<file path="src/hw/rtl/segment_pair_intersection_test_assert.svh">
// ----------------------------------------------------------------------------
// segment_pair_intersection_test_assert.svh
// assertion macros for the segment pair test rtl, used by spit_cmp
// ----------------------------------------------------------------------------
`ifndef SEGMENT_PAIR_INTERSECTION_TEST_ASSERT_SVH
`define SEGMENT_PAIR_INTERSECTION_TEST_ASSERT_SVH

// condition implies consequence in the same cycle
`define SPIT_ASSERT_SAME(lbl, cond, cons, msg) \
  lbl: assert property (@(posedge clk) disable iff (!rst_n) (cond) |-> (cons)) \
    else $error(msg);

// condition implies consequence in the next cycle
`define SPIT_ASSERT_NEXT(lbl, cond, cons, msg) \
  lbl: assert property (@(posedge clk) disable iff (!rst_n) (cond) |=> (cons)) \
    else $error(msg);

`endif

</file>
<file path="src/hw/rtl/spit_pkg.sv">
// ----------------------------------------------------------------------------
// spit_pkg
// shared constants and types of the segment pair intersection test
// ----------------------------------------------------------------------------
`timescale 1ns / 1ps

package spit_pkg;

  // default coordinate width
  localparam int COORD_BITS_DEF = 16;

  // product slots carried from the multiply stage to the sum stage
  localparam int PROD_N    = 12;
  localparam int P_DS_DY   = 0;
  localparam int P_DX_DT   = 1;
  localparam int P_DS_TY   = 2;
  localparam int P_DT_SX   = 3;
  localparam int P_DX_TY   = 4;
  localparam int P_DY_SX   = 5;
  localparam int P_DX_DX   = 6;
  localparam int P_DY_DY   = 7;
  localparam int P_SX_DX   = 8;
  localparam int P_TY_DY   = 9;
  localparam int P_EX_DX   = 10;
  localparam int P_EY_DY   = 11;

  // pipeline control handed to each stage
  typedef struct packed {
    logic adv;  // whole pipeline moves this cycle
    logic vld;  // item valid at the stage input
  } spit_stg_t;

endpackage

</file>
<file path="src/hw/rtl/spit_cmp.sv">
// ----------------------------------------------------------------------------
// spit_cmp
// stages 4 and 5: sign-aware compares, then the final decision register
// ----------------------------------------------------------------------------
`timescale 1ns / 1ps

`include "segment_pair_intersection_test_assert.svh"

module spit_cmp #(
  parameter int COORD_BITS = 16
) (
  input  logic                             clk,
  input  logic                             rst_n,
  input  spit_pkg::spit_stg_t              ctl,
  input  logic                             deg,
  input  logic signed [2*COORD_BITS+2:0]   det,
  input  logic signed [2*COORD_BITS+2:0]   pn,
  input  logic signed [2*COORD_BITS+2:0]   qn,
  input  logic signed [2*COORD_BITS+2:0]   len,
  input  logic signed [2*COORD_BITS+2:0]   tp,
  input  logic signed [2*COORD_BITS+2:0]   tq,
  output logic                             vld_r,
  output logic                             res_r
);
  import spit_pkg::*;

  // compare flags of one item
  typedef struct packed {
    logic deg;
    logic det_pos;
    logic det_zero;
    logic pn_pos;
    logic pn_neg;
    logic pn_lt_det;
    logic pn_gt_det;
    logic qn_pos;
    logic qn_neg;
    logic qn_lt_det;
    logic qn_gt_det;
    logic qn_zero;
    logic tp_ne_tq;
    logic tp_lt_len;
    logic tq_lt_len;
    logic tp_pos;
    logic tq_pos;
  } spit_flags_t;

  spit_flags_t flg_nxt, flg_r;
  logic        flg_vld_r;
  logic        cross_ok, overlap_ok, res_nxt;

  // independent compares, all side by side
  always_comb begin
    flg_nxt.deg       = deg;
    flg_nxt.det_pos   = (det > 0);
    flg_nxt.det_zero  = (det == 0);
    flg_nxt.pn_pos    = (pn > 0);
    flg_nxt.pn_neg    = (pn < 0);
    flg_nxt.pn_lt_det = (pn < det);
    flg_nxt.pn_gt_det = (pn > det);
    flg_nxt.qn_pos    = (qn > 0);
    flg_nxt.qn_neg    = (qn < 0);
    flg_nxt.qn_lt_det = (qn < det);
    flg_nxt.qn_gt_det = (qn > det);
    flg_nxt.qn_zero   = (qn == 0);
    flg_nxt.tp_ne_tq  = (tp != tq);
    flg_nxt.tp_lt_len = (tp < len);
    flg_nxt.tq_lt_len = (tq < len);
    flg_nxt.tp_pos    = (tp > 0);
    flg_nxt.tq_pos    = (tq > 0);
  end

  // flag stage
  always_ff @(posedge clk) begin
    if (!rst_n) begin
      flg_vld_r <= 1'b0;
    end else if (ctl.adv) begin
      flg_vld_r <= ctl.vld;
    end
  end

  always_ff @(posedge clk) begin
    if (ctl.adv) begin
      flg_r <= flg_nxt;
    end
  end

  // both crossing parameters strictly inside (0, 1), sign taken from det
  always_comb begin
    if (flg_r.det_pos) begin
      cross_ok = flg_r.pn_pos && flg_r.pn_lt_det && flg_r.qn_pos && flg_r.qn_lt_det;
    end else begin
      cross_ok = flg_r.pn_neg && flg_r.pn_gt_det && flg_r.qn_neg && flg_r.qn_gt_det;
    end
  end

  // collinear: projected b interval has length and meets (0, len)
  assign overlap_ok = flg_r.qn_zero && flg_r.tp_ne_tq &&
                      (flg_r.tp_lt_len || flg_r.tq_lt_len) &&
                      (flg_r.tp_pos || flg_r.tq_pos);

  always_comb begin
    priority if (flg_r.deg) begin
      res_nxt = 1'b0;
    end else if (!flg_r.det_zero) begin
      res_nxt = cross_ok;
    end else begin
      res_nxt = overlap_ok;
    end
  end

  // result stage
  always_ff @(posedge clk) begin
    if (!rst_n) begin
      vld_r <= 1'b0;
    end else if (ctl.adv) begin
      vld_r <= flg_vld_r;
    end
  end

  always_ff @(posedge clk) begin
    if (ctl.adv) begin
      res_r <= res_nxt;
    end
  end

  // checks
  `SPIT_ASSERT_NEXT(a_stall_hold, rst_n && !ctl.adv,
                    $stable(vld_r) && $stable(res_r) && $stable(flg_vld_r),
                    "pipeline moved during a stall")
  `SPIT_ASSERT_NEXT(a_deg_zero, rst_n && ctl.adv && flg_vld_r && flg_r.deg, !res_r,
                    "degenerate segment a gave a hit")
  `SPIT_ASSERT_NEXT(a_parallel_zero,
                    rst_n && ctl.adv && flg_vld_r && flg_r.det_zero && !flg_r.qn_zero,
                    !res_r, "parallel distinct lines gave a hit")

endmodule

</file>
<file path="config.mk">
export PLATFORM = sky130hd
export DESIGN_NAME = spit_cmp
export DESIGN_NICKNAME = d
export VERILOG_FILES = /design/src/hw/rtl/spit_pkg.sv /design/src/hw/rtl/spit_cmp.sv
export VERILOG_INCLUDE_DIRS = /design/src /design/src/hw/rtl
export SDC_FILE = /design/constraint.sdc
export NUM_CORES = 1
export LEC_CHECK = 0
export BUFFER_PORTS_ARGS = -buffer_cell sky130_fd_sc_hd__buf_2
export CAP_MARGIN = 0
export CORE_MARGIN = 2
export CORE_UTILIZATION = 44
export CTS_CLUSTER_SIZE = 10
export DETAILED_ROUTE_END_ITERATION = 8
export GPL_ROUTABILITY_DRIVEN = 0
export PLACE_DENSITY = 0.79
export SKIP_CTS_REPAIR_TIMING = 1
export SLEW_MARGIN = 20
export SYNTH_ARGS = -nofsm -noshare
export SYNTH_HDL_FRONTEND = slang
export SYNTH_SLANG_ARGS = --single-unit
</file>
<file path="constraint.sdc">
create_clock -name clk -period 1.95 [get_ports clk]
set_input_delay 0.2925 -clock clk [delete_from_list [all_inputs] [get_ports clk]]
set_output_delay 0.2925 -clock clk [all_outputs]
set_load 0.01 [all_outputs]
</file>
After elaboration in Yosys (flattened, before gate mapping) --
Index checks and enable logic that the tools add are counted.
Cells by class: multiplexer cells 2, eq/ne operators 1, reduce and logical (&&, ||, !) cells 13, order comparisons 13
Operator list (count):
- 35-bit by 1-bit greater-than comparator with 1-bit output, second input constant | 5
- 35-bit < comparator | 4
- 35-bit greater-than comparator | 2
- 35-bit logical NOT | 2
- 35-bit by 1-bit < comparator with 1-bit output, second input constant | 2
- 35-bit inequality test | 1
- 1-bit logical AND | 9
- 1-bit logical OR | 2
- 1-bit two-way mux | 2
Storage, ports and cells: output and inout bits 2, input port bits 215, register bits 20, word-level logic and storage cells 49

Depth between registers and ports, before layout --
Gate-level depths: netlist (run 1).
depth after elaboration 5, depth in mapped cells 8, gate-level depth less buffers 8

Worst setup path before layout (run 1) --
OpenSTA, ideal clock, no wires.
path kind input to register, start point input det[20], end point register flg_r[6] (netlist bit), data pin, cell stages on the path 8, arrival 1584 ps, path slack 102 ps, library setup time 264 ps, data required time 1686 ps, buffers on the path 0, cell sequence inv_1 -> ha_1 -> a21o_1 -> a221o_1 -> a22oi_1 -> o31ai_1 -> nor3_2 -> mux2i_1
RTL lines:
- start: declaration | line spit_cmp.sv:16 | input logic signed [2*COORD_BITS+2:0] det,
- end signal: assignment | line spit_cmp.sv:84 | flg_r <= flg_nxt;
- end: declaration | line spit_cmp.sv:48 | spit_flags_t flg_nxt, flg_r;

==> results of run 1 <==
-- state kept, by name, summed over array words and instances (netlist names) --
name / count
vld_r: 1
flg_vld_r: 1
flg_r: 17
res_r: 1
-- cell families after synthesis --
kind of cell	after synthesis
adders and majority gates	138
AOI/OAI and AO/OA	116
xor gates and xnor gates	38
and+or+nand+nor	182
DFF	20
muxes	5
buffers and inverters	74
-- power breakdown --
part           internal [uW]  total, uW  leakage [uW]  switching [uW]
registers                514        527      0.000193            12.7
logic                    653       1320       0.00336             667
clock network            274        405     0.0000357             131
total                   1440       2250       0.00359             810
-- routing by layer --
metal	routed length [microns]	vias to the layer above	global-route usage
li1	-	2802	-
met1	6660	2518	0.322
met2	7890	239	0.486
met3	986	44	0.0206
met4	487	0	0.0824
met5	0	-	0
-- cell usage in the layout, fill, tap and decap left out, types with 33 or more instances in the layout --
cell	n
sky130_fd_sc_hd__nand4_1	33
sky130_fd_sc_hd__nand2_1	35
sky130_fd_sc_hd__nor4_1	45
sky130_fd_sc_hd__inv_1	74
sky130_fd_sc_hd__a21oi_1	49
sky130_fd_sc_hd__buf_2	216
sky130_fd_sc_hd__buf_4	86
sky130_fd_sc_hd__ha_1	138
sky130_fd_sc_hd__xnor2_1	35
-- Yosys cell counts, types with 4 or more instances --
cell type	instances
sky130_fd_sc_hd__a31oi_1	4
sky130_fd_sc_hd__a21o_1	11
sky130_fd_sc_hd__nand4_1	33
sky130_fd_sc_hd__nand2_1	35
sky130_fd_sc_hd__xnor2_1	35
sky130_fd_sc_hd__nor2_1	17
sky130_fd_sc_hd__nor4_1	46
sky130_fd_sc_hd__a21oi_1	49
sky130_fd_sc_hd__o21ai_1	4
sky130_fd_sc_hd__nand3_1	18
sky130_fd_sc_hd__ha_1	138
sky130_fd_sc_hd__nor3_1	8
sky130_fd_sc_hd__mux2i_1	5
sky130_fd_sc_hd__and4_1	5
sky130_fd_sc_hd__o21ai_0	16
sky130_fd_sc_hd__inv_1	74
sky130_fd_sc_hd__edfxtp_1	18
sky130_fd_sc_hd__a211oi_1	4
sky130_fd_sc_hd__a221oi_1	5
sky130_fd_sc_hd__nor2b_1	5
-- area by class of cell --
cell class                 count  area (sq um)
clock inverter                 1          30.0
multi-input combinational    479          3920
clock buffer                   3          41.3
tap                          136           170
fill                         915          3670
sequential                    20           581
timing repair buffer         302          1730
inverter                      74           278
-- through the flow --
step,utilization,std cells,worst slack (ns),power [uW],TNS (ns)
after floorplan,-,573,0.102,1160,0
after global placement,0.638,1011,-0.235,1800,-1.14
after detailed placement,0.638,1011,-0.256,1820,-1.22
after CTS,0.644,1015,0.0121,2230,0
after global routing,0.648,1015,-0.0284,2420,-0.0284
final,0.648,1015,0.0619,2250,0
-- critical path, cell delays in order --
cell	delay [ns]
sky130_fd_sc_hd__buf_2	0.08
sky130_fd_sc_hd__inv_1	0.05
sky130_fd_sc_hd__ha_1	0.32
sky130_fd_sc_hd__a21oi_1	0.16
sky130_fd_sc_hd__o21ai_1	0.08
sky130_fd_sc_hd__a221oi_1	0.37
sky130_fd_sc_hd__o2111ai_2	0.20
sky130_fd_sc_hd__a31oi_1	0.25
sky130_fd_sc_hd__xnor2_1	0.08
-- final timing paths --
path,startpoint,endpoint,cells past startpoint
max reg2reg,flg_r[7],res_r,4
min,deg,flg_r[16],1
min reg2reg,flg_r[16],res_r,1
max,len[6],flg_r[2],9
==> summary by stage, run 1 <==
Outcome
The flow ran to the end, and the final reports show no timing, DRC or antenna violations.

Power and ir drop
The total power per unit cell area is approximately 330 mW/mm^2. The worst-case IR drop observed on VDD is approximately 0.29 mV. The total leakage power is 0.00359 uW.

CTS
Clock tree synthesis selected as its root buffer the cell sky130_fd_sc_hd__clkbuf_8. The clock transition at the registers of the reported paths is 0.07 ns. The clock network latency to the later pin of the worst-skew pair is 0.25 ns. TritonCTS built the clock tree. The clock tree buffer depth is 2. Clock tree synthesis found a total of 20 sinks. CTS built an H-tree with a depth of 1. Counting the buffers created by CTS gives 3.

Synth
The mean instance size in the synthesized netlist is a little over 8 sq um. Of the synthesized area, sequential elements account for 0.122. By area the synthesized netlist is led by sky130_fd_sc_hd__ha_1 36%, sky130_fd_sc_hd__edfxtp_1 11%, sky130_fd_sc_hd__xnor2_1 6.5%. The simple logic cell fraction of the synthesized area is 0.222. The synthesized netlist occupies a cell area of 0.00474 sq mm. Measured against the total synthesized area, the mux share comes to 0.0105. The number of cells produced by synthesis is 573. Counting flops with a built-in enable in the synthesized netlist gives 18. Synthesis produced a netlist with a net count of around 900.

The top-area cell type share of the netlist area is 0.364. After synthesis, the largest family of logic cells by area is adder cells. The number of register bits inferred by synthesis is 20. The total of warnings raised by yosys is 0.

Of the total synthesized cell area, the portion taken by XOR and XNOR cells is 0.0701. Summed over all instances, the cell type with the most area after synthesis is sky130_fd_sc_hd__ha_1. Of the total synthesized cell area, the portion taken by full adders, half adders and majority gates is 0.364. After synthesis, the share of flip-flops with an asynchronous set or reset is 0. The area fraction in compound gates after synthesis is 0.152. The most used flip-flop cell after synthesis is sky130_fd_sc_hd__edfxtp_1. The number of library cell types mapped by synthesis is 48.

Detailed routing
The first detailed-routing pass ran for 5 iterations. The detailed router placed between 5k and 6k vias in this run. The final routed DRC violation total is 0. In this run, the number of DRC markers left after iteration 0 of detailed routing was 312. The average via count per standard cell is 5.52. After detailed routing, the average wire length per cell comes to between 15 and 20 microns. The count of antenna-violating nets left after detailed routing is 0. The final layout contains routed wiring with a total length of 16000 microns.

Placement
Summed over all nets, the half-perimeter wirelength after detailed placement is 14700 microns. The total cell area at the placement stage is between 0.006 and 0.007 sq mm. Buffers placed on the I/O ports in this run total roughly 220.

Run
The number of violations of the max-capacitance limit is 0.

Timing
The worst path needs roughly 1.9 ns of the cycle, external delays included. The ratio of final minimum period to clock period is 0.968. Measured against its own limit, the worst slew margin works out to 0.610. The transition at the pin with the smallest max-transition slack is between 0.5 and 0.6 ns. The clock arrives with 0.00606 ns of skew. The final number of max-transition violations was 0. The final hold violation count is 0. On the final layout, the worst hold slack is between 0.2 and 0.25 ns. Derived from the worst setup path, the maximum achievable clock frequency is between 0.5 and 0.6 GHz. Setup repair after global routing could not meet its margin everywhere.

The count of endpoints failing setup in the final report is 0.

Die
The initialized floorplan defines 37 standard-cell rows. The core area is ~0.010 sq mm. In this run the horizontal extent of the chip is 108 microns. The initial cell density of the core is 0.455. The die covers between 0.01 and 0.015 sq mm.

The number of top-level pins is ~220. The height of the chip is about 110 microns.

Critical path
The slack of the worst reg-to-reg path is around 0.91 ns. The required time at the worst-slack endpoint is 1.95 ns. STA classifies the critical path endpoint as a flip-flop. The worst setup path is launched from an input port.

The top fanout value on the critical path is 3. Data arrives at the worst endpoint at roughly 1.9 ns. The category of the most critical setup path is input port to flip-flop.

Global routing
The first global-routing pass estimated 24600 microns of wire. The initial antenna violation count is 0. The total track usage is 0.264. The pin count of the biggest net entering global routing is 21. The via count of the first global-routing pass is 5536. For this run the aggregate overflow at the end of global routing stands at 0.

Layout
In the final layout, the share of cells above drive strength 1 is 0.365. The synthesis-to-layout area growth is 42.2%. The finished cells cover between 0.006 and 0.007 sq mm. The net count of the finished layout is 1233. The number of inserted diodes is 0.

Hold path
The worst hold path belongs to the class input port to flip-flop.
Note: power is estimated with default switching activity, not from simulation.
==> run 2: changes to the inputs <==
--- a/config.mk
+++ b/config.mk
@@ -6,12 +6,13 @@
 export SDC_FILE = /design/constraint.sdc
 export NUM_CORES = 1
 export LEC_CHECK = 0
-export BUFFER_PORTS_ARGS = -buffer_cell sky130_fd_sc_hd__buf_2
+export ABC_AREA = 1
 export CAP_MARGIN = 0
 export CORE_MARGIN = 2
-export CORE_UTILIZATION = 44
+export CORE_UTILIZATION = 60
 export CTS_CLUSTER_SIZE = 10
 export DETAILED_ROUTE_END_ITERATION = 8
+export DONT_BUFFER_PORTS = 1
 export GPL_ROUTABILITY_DRIVEN = 0
 export PLACE_DENSITY = 0.79
 export SKIP_CTS_REPAIR_TIMING = 1
==> run 2 against run 1 <==
Compared with the run above: total power is 29% lower; critical path depth is 4 higher; first-iteration DRC count is 49% lower; register-to-register slack better by 0.11 ns; clock power is 37% lower; area after synthesis is 7.5% higher; largest power group unchanged; final cell count is 14% lower; die area is 20% lower; largest cell class unchanged; setup slack better by 0.26 ns; critical endpoint is now flg_r[10]; flip-flop and latch count stayed put.
==> summary by stage, run 2 <==
Die
The core area is 0.00822 sq mm (-21%). The width of the die is 96.2 microns (-11%). The height of the chip is 96.2 microns (-11%).

The number of top-level pins is 217 (unchanged). The row count came to 33 (-11%). The area enclosed by the die boundary is 0.00926 sq mm (-20%). The initial cell density of the core is 0.621 (+0.165).

CTS
The clock root buffer master is sky130_fd_sc_hd__clkbuf_8. The clock tree buffer depth is 2 (unchanged). The number of buffers inserted during clock tree synthesis is 3 (unchanged). The clock transition at the registers of the reported paths is 0.07 ns (about the same). The deepest level of the CTS H-tree came to 1 (unchanged). The clock network latency to the later pin of the worst-skew pair is 0.25 ns (about the same).

The total number of clock tree sinks was 20 (unchanged). The TritonCTS clock tree is done.

Critical path
The worst setup path is captured at a flip-flop. The kind of cell adding the most delay to the critical path is simple AND/OR/NAND/NOR gates. The slowest cell on the critical path is sky130_fd_sc_hd__ha_1. The most critical setup path has its startpoint at det[18].

The worst path arrival time is 1.63 ns (-0.26 ns). The category of the most critical setup path is input port to flip-flop. The origin of the critical flop-to-flop path is flg_r[2]. The top fanout value on the critical path is 2 (-1). The library cell appearing most often on the critical path is sky130_fd_sc_hd__nand2_1. The total buffers and inverters traversed by the critical path is 1 (-1). The required time at the worst-slack endpoint came to 1.95 ns (about the same). Walking the worst path, the cells encountered are inv_1, ha_1, nand2_1, nor2_1, nand2_1, nor2_1, nand2_1, nor2_1, nor2_1, nand2_1, nand2_1, nand2_2, nor2_2. The category of the worst setup path launch point is an input port. The maximum cell stage delay along the critical path is 0.29 ns (-0.08 ns).

Outcome
The run finished with clean final reports.

Synth
The number of enable flip-flop cells after synthesis was 18 (unchanged). The multiplexer area fraction after synthesis is 0 (-0.0105). The largest total area in the synthesized netlist belongs to sky130_fd_sc_hd__ha_1. The xor/xnor cell area share of the yosys netlist is 0.0481 (-0.0221).

The mean instance size in the synthesized netlist is 6.71 sq um (-19%). The dominant combinational cell family by area after synthesis is adder cells. Among all cell types in the netlist, the one instantiated most often is sky130_fd_sc_hd__nand2_1. The number of cells produced by synthesis is 760 (+33%).

The cell area after synthesis was 0.00510 sq mm (+7.5%). The number of library cell types mapped by synthesis is 29 (-40%). The number of register bits inferred by synthesis is 20 (unchanged). The share of async-settable or async-resettable flops after synthesis was 0 (unchanged). Among all flip-flop cells after synthesis, the most frequent one is sky130_fd_sc_hd__edfxtp_1. The top-area cell type share of the netlist area came to 0.338 (-0.0254). The proportion of synthesized chip area in sequential cells is 0.114 (-0.00855). The arithmetic-cell share of the synthesized area counting full adders, half adders and majority gates is 0.338 (-0.0254).

The simple logic cell fraction of the synthesized area is 0.305 (+0.0826). In the post-synthesis netlist, the biggest area contributors are sky130_fd_sc_hd__ha_1 34%, sky130_fd_sc_hd__nand2_1 13%, sky130_fd_sc_hd__edfxtp_1 11%. In the synthesized netlist, the cells that appear most often are 177 x sky130_fd_sc_hd__nand2_1, 138 x sky130_fd_sc_hd__ha_1, 128 x sky130_fd_sc_hd__inv_1. The total of warnings raised by yosys was 0 (unchanged). The area fraction in compound gates after synthesis is 0.101 (-0.0516). The synthesized net count is 1113 (+20%).

Placement
The number of input and output port buffers inserted is 0 (-100%). The total cell area at the placement stage is 0.00523 sq mm (-21%). The post-DP HPWL is 12200 microns (-17%).

Timing
The ratio of final minimum period to clock period was 0.836 (-0.133). The transition at the pin with the smallest max-transition slack was 0.528 ns (-0.0523 ns). The post-layout minimum cycle time is 1.63 ns (-0.259 ns). The final hold violation count is 0 (unchanged). Setup repair after global routing left no endpoint under its margin. The worst max-slew margin expressed relative to the limit is 0.645 (+0.0352).

The final number of max-transition violations was 0 (unchanged). The clock skew after layout is 0.00275 ns (-0.00331 ns). The top achievable clock speed was 0.614 GHz (+16%). The count of endpoints failing setup in the final report is 0 (unchanged). The total negative slack is 0 ns (unchanged).

Power and ir drop
The relative contribution of combinational cells to total power came to 0.511 (-0.075). The fraction of power spent switching nets came to 0.369 (+0.00931). The sequential power share came to 0.328 (+0.094). The reported net switching power is 592 uW (-27%). The total power per unit cell area came to 304 mW/mm^2 (-9.0%). The worst-case vdd ir drop is 0.214 mV (-26%).

The internal power came to 1010 uW (-30%). The total leakage power is 0.00285 uW (-21%). The clock network fraction of total power came to 0.160 (-0.020).

Global routing
The remaining global-route overflow is 0 (unchanged). The wire length of the first global-routing pass is 20700 microns (-16%). The pin count of the biggest net entering global routing is 22 (+4.8%). The total track usage came to 0.277 (+0.0136).

The via count of the first global-routing pass is 4940 (-11%). The initial antenna violation count is 0 (unchanged).

Layout
In the layout the commonest cells are 177 x sky130_fd_sc_hd__nand2_1, 138 x sky130_fd_sc_hd__ha_1, 128 x sky130_fd_sc_hd__inv_1, 73 x sky130_fd_sc_hd__nor2_1, 61 x sky130_fd_sc_hd__a21oi_1. From synthesis to final layout, the design area changed by 3.46%. The final net count is 1118 (-9.3%). The fill cell instance count of the final layout came to 808 (-12%). The library cell used most frequently in the layout, excluding fill and tap cells, is sky130_fd_sc_hd__nand2_1. The flip-flop count of the largest register after layout was 17 (unchanged). The area of all placed cells without fillers is 0.00528 sq mm (-22%). The number of inserted diodes is 0 (unchanged). More flip-flops sit in one register than any other, and that register is flg_r. The share of cells above drive strength 1 was 0.0223 (-0.343).

Detailed routing
The total wire length after detailed routing is 13200 microns (-18%). The total via count in the routed design came to 4985 (-11%). The final routed DRC violation total is 0 (unchanged). The number of iterations in the first detailed-routing pass is 5 (unchanged). The count of antenna-violating nets left after detailed routing is 0 (unchanged). The DRC marker count from the first detailed-route iteration is 158 (-49%). The routed wirelength normalized by instance count came to 15.1 microns (-4.2%). The average via count per standard cell was 5.74 (+3.9%).

Hold path
The source of the worst hold timing path is qn[34]. The worst hold-check path type is input port to flip-flop.

Run
The number of violations of the max-capacitance limit is 0 (unchanged).
==> run 2: changes by cell type after synthesis, sizes merged, moves of 6 or more <==
cell	change
xor2	+13
nand2	+145
a21o	-6
a21oi	+12
nor4	-10
xnor2	-23
nor2	+62
nand4	-13
inv	+54
==> run 2: power by group through the flow <==
stage               Combinational, uW  Clock [uW]  Sequential, uW
finish                            819         257             526
global route                      968         282             530
CTS                               820         267             527
detailed placement                812           0             536
global placement                  770           0             535
floorplan                         647           0             531
==> run 2: cells by family after synthesis <==
group,count (synthesis)
buffers and inverters,128
adders and majority gates,138
xor gates and xnor gates,28
AOI/OAI and AO/OA,94
and+or+nand+nor,352
DFF,20
==> run 2: worst reg2reg max path, delay by kind of cell (launching register included) <==
kind / cells / cell delay, ns
AOI/OAI and AO/OA: 2 / 0.32
DFF: 1 / 0.37
==> run 2: area by class of cell <==
class                      count  area, sq um  area share
tap                          105          131      0.0249
sequential                    20          581       0.110
clock inverter                 1         3.75    0.000711
inverter                     128          480      0.0910
multi-input combinational    612         4040       0.766
clock buffer                   3         41.3     0.00782
==> run 2: per-layer routing <==
layer	up-vias	wire, microns	GRT usage	share of wire
met1	2200	5660	0.362	0.43
li1	2584	-	-	-
met2	181	6130	0.480	0.47
met5	-	0	0	0
met4	0	221	0.0417	0.017
met3	20	1140	0.0556	0.086
==> run 2: final timing paths <==
path | to | slack [ns] | depth (start not counted)
max reg2reg | res_r | 1.02 | 2
min | flg_r[8] | 0.13 | 0
min reg2reg | vld_r | 0.48 | 2
max | flg_r[10] | 0.32 | 13
==> run 2: metrics by stage <==
step | power (uW) | instances | worst slack (ns) | hold WS, ns | util
after detailed placement | 1350 | 865 | 0.0995 | 0.392 | 0.637
after global routing | 1780 | 869 | 0.145 | 0.122 | 0.642
after CTS | 1610 | 869 | 0.367 | 0.130 | 0.642
final | 1600 | 869 | 0.320 | 0.134 | 0.642
after floorplan | 1180 | 760 | 0.299 | 0.391 | -
after global placement | 1310 | 865 | 0.145 | 0.392 | 0.637
